## src/sv/scoc_isqrt_pipe.sv

```systemverilog
// Pipelined floor square root, one root bit per register stage.
// Carries a side payload alongside the radicand. Has no dependencies.
// Uses no package items.
module scoc_isqrt_pipe #(
    parameter int IN_W   = 64,
    parameter int SIDE_W = 8
) (
    input  logic                    clk,
    input  logic                    rst_n,
    input  logic                    in_valid,
    input  logic [IN_W-1:0]         radicand,
    input  logic [SIDE_W-1:0]       side_in,
    output logic                    out_valid,
    output logic [(IN_W+1)/2-1:0]   root,
    output logic [SIDE_W-1:0]       side_out
);

    localparam int RW = (IN_W + 1) / 2;
    localparam int AW = 2 * RW;

    logic [AW-1:0]     rem_reg  [RW];
    logic [AW-1:0]     res_reg  [RW];
    logic [SIDE_W-1:0] side_reg [RW];
    logic              vld_reg  [RW];

    for (genvar k = 0; k < RW; k++)
    begin : g_stage
        localparam logic [AW-1:0] BIT = AW'(1) << (2 * (RW - 1 - k));
        logic [AW-1:0]     rem_in;
        logic [AW-1:0]     res_in;
        logic [SIDE_W-1:0] side_st;
        logic              vld_in;
        logic [AW-1:0]     trial;

        if (k == 0)
        begin : g_first
            assign rem_in  = AW'(radicand);
            assign res_in  = '0;
            assign side_st = side_in;
            assign vld_in  = in_valid;
        end
        else
        begin : g_next
            assign rem_in  = rem_reg[k-1];
            assign res_in  = res_reg[k-1];
            assign side_st = side_reg[k-1];
            assign vld_in  = vld_reg[k-1];
        end

        assign trial = res_in + BIT;

        always_ff @(posedge clk or negedge rst_n)
        begin
            if (!rst_n)
            begin
                vld_reg[k] <= 1'b0;
            end
            else
            begin
                vld_reg[k] <= vld_in;
            end
        end

        always_ff @(posedge clk)
        begin
            side_reg[k] <= side_st;
            if (rem_in >= trial)
            begin
                rem_reg[k] <= rem_in - trial;
                res_reg[k] <= (res_in >> 1) + BIT;
            end
            else
            begin
                rem_reg[k] <= rem_in;
                res_reg[k] <= res_in >> 1;
            end
        end
    end

    assign out_valid = vld_reg[RW-1];
    assign root      = res_reg[RW-1][RW-1:0];
    assign side_out  = side_reg[RW-1];

endmodule
```

## config.mk

```make
export PLATFORM = sky130hd
export DESIGN_NAME = scoc_isqrt_pipe
export DESIGN_NICKNAME = d
export VERILOG_FILES = /design/src/sv/scoc_isqrt_pipe.sv
export SDC_FILE = /design/constraint.sdc
export NUM_CORES = 2
export LEC_CHECK = 0
export BUFFER_PORTS_ARGS = -buffer_cell sky130_fd_sc_hd__buf_4
export CELL_PAD_IN_SITES_DETAIL_PLACEMENT = 1
export CELL_PAD_IN_SITES_GLOBAL_PLACEMENT = 1
export CORE_ASPECT_RATIO = 0.8
export CORE_UTILIZATION = 36
export CTS_CLUSTER_DIAMETER = 80
export DETAILED_ROUTE_END_ITERATION = 10
export PLACE_DENSITY = 0.71
export SLEW_MARGIN = 20
export SYNTH_ARGS = -nofsm -noshare
export SYNTH_HDL_FRONTEND = slang
export SYNTH_MEMORY_MAX_BITS = 65536
export SYNTH_SLANG_ARGS = --single-unit
export TNS_END_PERCENT = 5
```

## constraint.sdc

```tcl
create_clock -name clk -period 5.8 [get_ports clk]
set_input_delay 1.16 -clock clk [delete_from_list [all_inputs] [get_ports clk]]
set_output_delay 1.16 -clock clk [all_outputs]
set_load 0.05 [all_outputs]
```

[Yosys cells after proc, flatten, opt, wreduce, memory -nomap -nowiden]
Memory sizes are Yosys's and may differ from the RTL's.
Index checks and enable logic that the tools add are counted.
Storage, ports and cells
  flip-flop bits (word level): 32
  memory bits (writable): 4352
  logic and storage cells: 385
  memories: 3
Memory list
  rem_reg: depth 32, width 64, rd ports 31, clocked after Yosys merged registers in 0, wr ports 32, RTL line 21  | logic [AW-1:0] rem_reg [RW];
  res_reg: depth 32, width 64, rd ports 32, clocked after Yosys merged registers in 0, wr ports 32, RTL line 22  | logic [AW-1:0] res_reg [RW];
  side_reg: depth 32, width 8, rd ports 32, clocked after Yosys merged registers in 0, wr ports 32, RTL line 23  | logic [SIDE_W-1:0] side_reg [RW];
Cells by class
  add/subtract/negate cells: 94
  magnitude comparators: 32
  muxes and demuxes: 160
  bitwise logic cells: 64
Operators by type and width (count)
  64-bit two-way mux: 64
  64-bit >= comparator: 31
  64-bit subtractor: 31
  1-bit two-way mux: 96
  63-bit by 1-bit adder with 64-bit output, second input constant: 1
  63-bit by 11-bit adder with 64-bit output, second input constant: 1
  63-bit by 13-bit adder with 64-bit output, second input constant: 1
  63-bit by 15-bit adder with 64-bit output, second input constant: 1
  63-bit by 17-bit adder with 64-bit output, second input constant: 1
  63-bit by 19-bit adder with 64-bit output, second input constant: 1
  63-bit by 21-bit adder with 64-bit output, second input constant: 1
  63-bit by 23-bit adder with 64-bit output, second input constant: 1
  63-bit by 25-bit adder with 64-bit output, second input constant: 1
  63-bit by 27-bit adder with 64-bit output, second input constant: 1
  63-bit by 29-bit adder with 64-bit output, second input constant: 1
  63-bit by 3-bit adder with 64-bit output, second input constant: 1
  63-bit by 31-bit adder with 64-bit output, second input constant: 1
  63-bit by 33-bit adder with 64-bit output, second input constant: 1
  63-bit by 35-bit adder with 64-bit output, second input constant: 1
  63-bit by 37-bit adder with 64-bit output, second input constant: 1
  63-bit by 39-bit adder with 64-bit output, second input constant: 1
  63-bit by 41-bit adder with 64-bit output, second input constant: 1
  63-bit by 43-bit adder with 64-bit output, second input constant: 1
  63-bit by 45-bit adder with 64-bit output, second input constant: 1
  other kinds (45): 108

[Logic depth before layout (Yosys ltp)]
An unclocked memory read counts as a cell.
  depth in word-level cells: 6
  mapped depth: 15

[Worst setup path before layout]
Ideal clock, no wire load.
  path kind: register -> register
  start: memory res_reg[1][865] (netlist name)
  end: memory rem_reg[1][936] (netlist name)
  library setup time: 0.134 ns
  arrival time: 3.095 ns
  required time: 5.666 ns
  path slack: 2.571 ns
  cell stages (with the launch flop): 13
  path buffers: 2
  period minus slack after synthesis: 3.229 ns
  cell sequence: dfxtp_1 > inv_1 > ha_1 > clkbuf_1 > a2111oi_0 > nand2_1 > or2_1 > or4_1 > or4_4 > nor2_2 > buf_2 > nor4_1 > xor2_1
RTL lines (RTL line)
  start, declared: 22
  end, declared: 21

==> qor.yml <==
power_and_ir_drop:
  power_density_nw_per_um2: 525
  ir_worst_vdd_v: 0.000256
  total_leakage_power_nw: 52.5
finish:
  largest_reg_flops: 1984
  area_growth_pct: 14.7
  nets: 10899
  fin_cells: 14283
  final_common_cell: "dfxtp_1"
  final_area_um2: 117000
  layout.cells.most_common_list: "dfxtp_1 (2768), inv_1 (696), nor2_1 (696), a21oi_1 (651), nand2_1 (582)"
  drive_gt1_share_pct: 7.82
  final_core_util_pct: 41.6
global_routing:
  antenna_found_initial: 25
  grt_usage_pct: 21.3
  grt_max_degree: 62
  grt_remaining_overflow: 0
  grt_pass1_vias: 76254
  grt_first_pass_wirelength_um: 474000
synthesis:
  syn_nets: 10669
  syn_inst: 10036
  yosys_warnings: 0
  synth_edf_count: 0
  async_reset_ff_share_pct: 1.14
  yosysUniqueCellTypes: 100
  synth-seq-cells: 2800
  synth.avg_cell_area_um2: 10.2
  synth-main-ff-cell: "dfxtp_1"
  ys_seq_area_share_pct: 54.9
  synth.cell_area_um2: 102000
setup_path:
  r2r_setup_slack_ns: 1.14
  arrival_ns: 5.37
  slowest_delay_ns: 0.97
  path_cells: "inv_1, ha_1, or4b_2, nor4_1, buf_4, nand4_1, o211a_1, and4_1, o21a_1, a2111oi_0, nand4_1, xnor2_1"
  r2r_start: "res_reg[1][591]"
  worst_setup_path_end_kind: "register"
  startpoint_type: "register"
  path_delay_family: "simple AND/OR/NAND/NOR gates"
  worstPathMaxFanout: 6
  critPathKind: "reg2reg"
  worstRegToRegCells: 12
  path_common_cell: "nand4_1"
  crit_buf_inv: 2
  required_ns: 6.51
  reg2reg_to: "rem_reg[1][700]"
  slowest_stage: "a2111oi_0"
floorplanning:
  dieArea_um2: 286000
  start_util_pct: 36.3
  rows: 174
  core_area_um2: 282000
  io_pins: 116
  die_h_um: 479
  die_x_um: 598
status:
  status: "complete, no violations"
sta:
  finalSetupViolations: 0
  min_period_over_period_pct: 80.3
  hold_viol_final: 0
  worst_pin_slew_ns: 1.21
  timing.slew.headroom_pct: 18.5
  finalSetupTns_ns: 0
  rsz0062_at_grt: "no"
  finClkSkew_ns: 0.0492
  maxSlewViolCount: 0
  fmax_mhz: 215
  period_needed_ns: 4.66
  setup_slack_ns: 1.14
clocking:
  cts_max_level: 5
  cts_buffers: 289
  clock_sink_count: 2800
  post-cts-setup-buffer-count: 0
  ctsResizeCount: 0
  cts_tree: "done"
  cts-root-buf: "clkbuf_16"
  clk_latency_ns: 0.86
  ctsLongestPathBuffers: 4
  cts_hold_buf: 0
  clk_pin_slew_ns: 0.07
routing:
  drc_errors: 0
  first_pass_iters: 5
  viasPerCell: 5.24
  drtIter0Drc: 5796
  wirelength_um: 312000
  detail-route-antenna-nets: 0
  routedWlPerCell_um: 21.8
  num_vias: 74837
placed_design:
  pre_cts_ws_ns: 1.16
  dpl.hpwl_um: 242000
  port-buffer-count: 115
  dp_cells: 13758
  place_area_um2: 107000
  gp_congestion: 0.971
flow_run:
  drv_cap: 0
hold_path:
  min_path_type: "in2async"
where the power goes:
group / leakage (nW) / internal [mW] / switching [mW]
sequential: 23.6 / 23.3 / 4.28
clock: 4.83 / 11.5 / 7.87
combinational: 24.1 / 6.03 / 8.72
total: 52.5 / 40.8 / 20.9
metal layers:
layer  share of wire (%)  vias to the layer above  track usage, %
met2                  39                     1786            29.6
li1                    -                    35372               -
met3                 7.0                      381            4.37
met5               0.013                        -               0
met1                  52                    37292            33.2
met4                 1.8                        6            4.30
logic make-up after synthesis:
logic type | after synthesis | share of synthesized area, %
XOR/XNOR | 885 | 7.57
buffers and inverters | 911 | 3.40
flip-flops | 2800 | 54.9
AND/OR/NAND/NOR | 2910 | 14.8
adder cells (fa/ha/maj) | 558 | 6.82
multiplexers | 98 | 1.07
AO/OA/AOI/OAI | 1874 | 11.4
worst reg2reg max path: cells and delay by family, from the launching register on:
| kind | cells | cell delay (ns) |
|---|---|---|
| AOI/OAI and AO/OA | 3 | 1.65 |
| and+or+nand+nor | 5 | 1.69 |
| buffers and inverters | 2 | 0.28 |
| adders and majority gates | 1 | 0.39 |
| xor gates and xnor gates | 1 | 0.18 |
| DFF | 1 | 0.34 |
Yosys cell counts (35+ instances only):
| master | count | area, um^2 |
|---|---|---|
| or3_1 | 109 | 682 |
| nand2b_1 | 105 | 657 |
| or2_2 | 36 | 225 |
| a211oi_1 | 46 | 345 |
| nor2b_1 | 73 | 457 |
| o21bai_1 | 50 | 375 |
| o21a_1 | 93 | 698 |
| nor2_1 | 697 | 2620 |
| dfxtp_1 | 2768 | 55400 |
| nand3b_1 | 46 | 345 |
| a21o_1 | 237 | 1780 |
| nor4_1 | 324 | 2030 |
| o31ai_1 | 42 | 315 |
| xor2_1 | 383 | 3350 |
| nand4_1 | 175 | 1090 |
| nor4b_1 | 60 | 526 |
| nor3_1 | 261 | 1310 |
| a31oi_1 | 51 | 319 |
| ha_1 | 558 | 6980 |
| clkbuf_1 | 175 | 657 |
| a21boi_0 | 38 | 285 |
| a21oi_1 | 654 | 3270 |
| or4_1 | 58 | 435 |
| nand2_1 | 582 | 2180 |
| xnor2_1 | 502 | 4400 |
| inv_1 | 696 | 2610 |
| mux2_2 | 89 | 1000 |
| and3_1 | 56 | 350 |
| nand3_1 | 173 | 866 |
| o211ai_1 | 35 | 263 |
| o21ai_0 | 404 | 2020 |
metrics by stage:
stage | hold slack (ns) | total power, mW
CTS | 0.173 | 61.8
floorplan | 0.310 | 36.3
finish | 0.217 | 61.7
global route | 0.214 | 64.6
global placement | 0.310 | 41.7
detailed placement | 0.313 | 42.2
final cells by class:
cell class	count	area [um^2]
tap	3784	4730
inverter	699	2630
antenna	12	30.0
sequential	2800	56200
timing repair buffer	151	1140
clock inverter	125	1700
multi-input combinational	6325	42800
clock buffer	387	8150
fill	31117	165000
how the worst max path moves through the flow:
stage / slack [ns] / from / endpoint / cells past startpoint
after floorplan: 2.57 / res_reg[1][865] / rem_reg[1][936] / 12
after global placement: 1.21 / res_reg[1][484] / rem_reg[1][571] / 11
after detailed placement: 1.16 / res_reg[1][591] / rem_reg[1][700] / 12
after CTS: 1.09 / res_reg[1][591] / rem_reg[1][700] / 12
after global routing: 0.93 / res_reg[1][591] / rem_reg[1][700] / 12
final: 1.14 / res_reg[1][591] / rem_reg[1][700] / 12
Power figures use the tool's default switching activity.
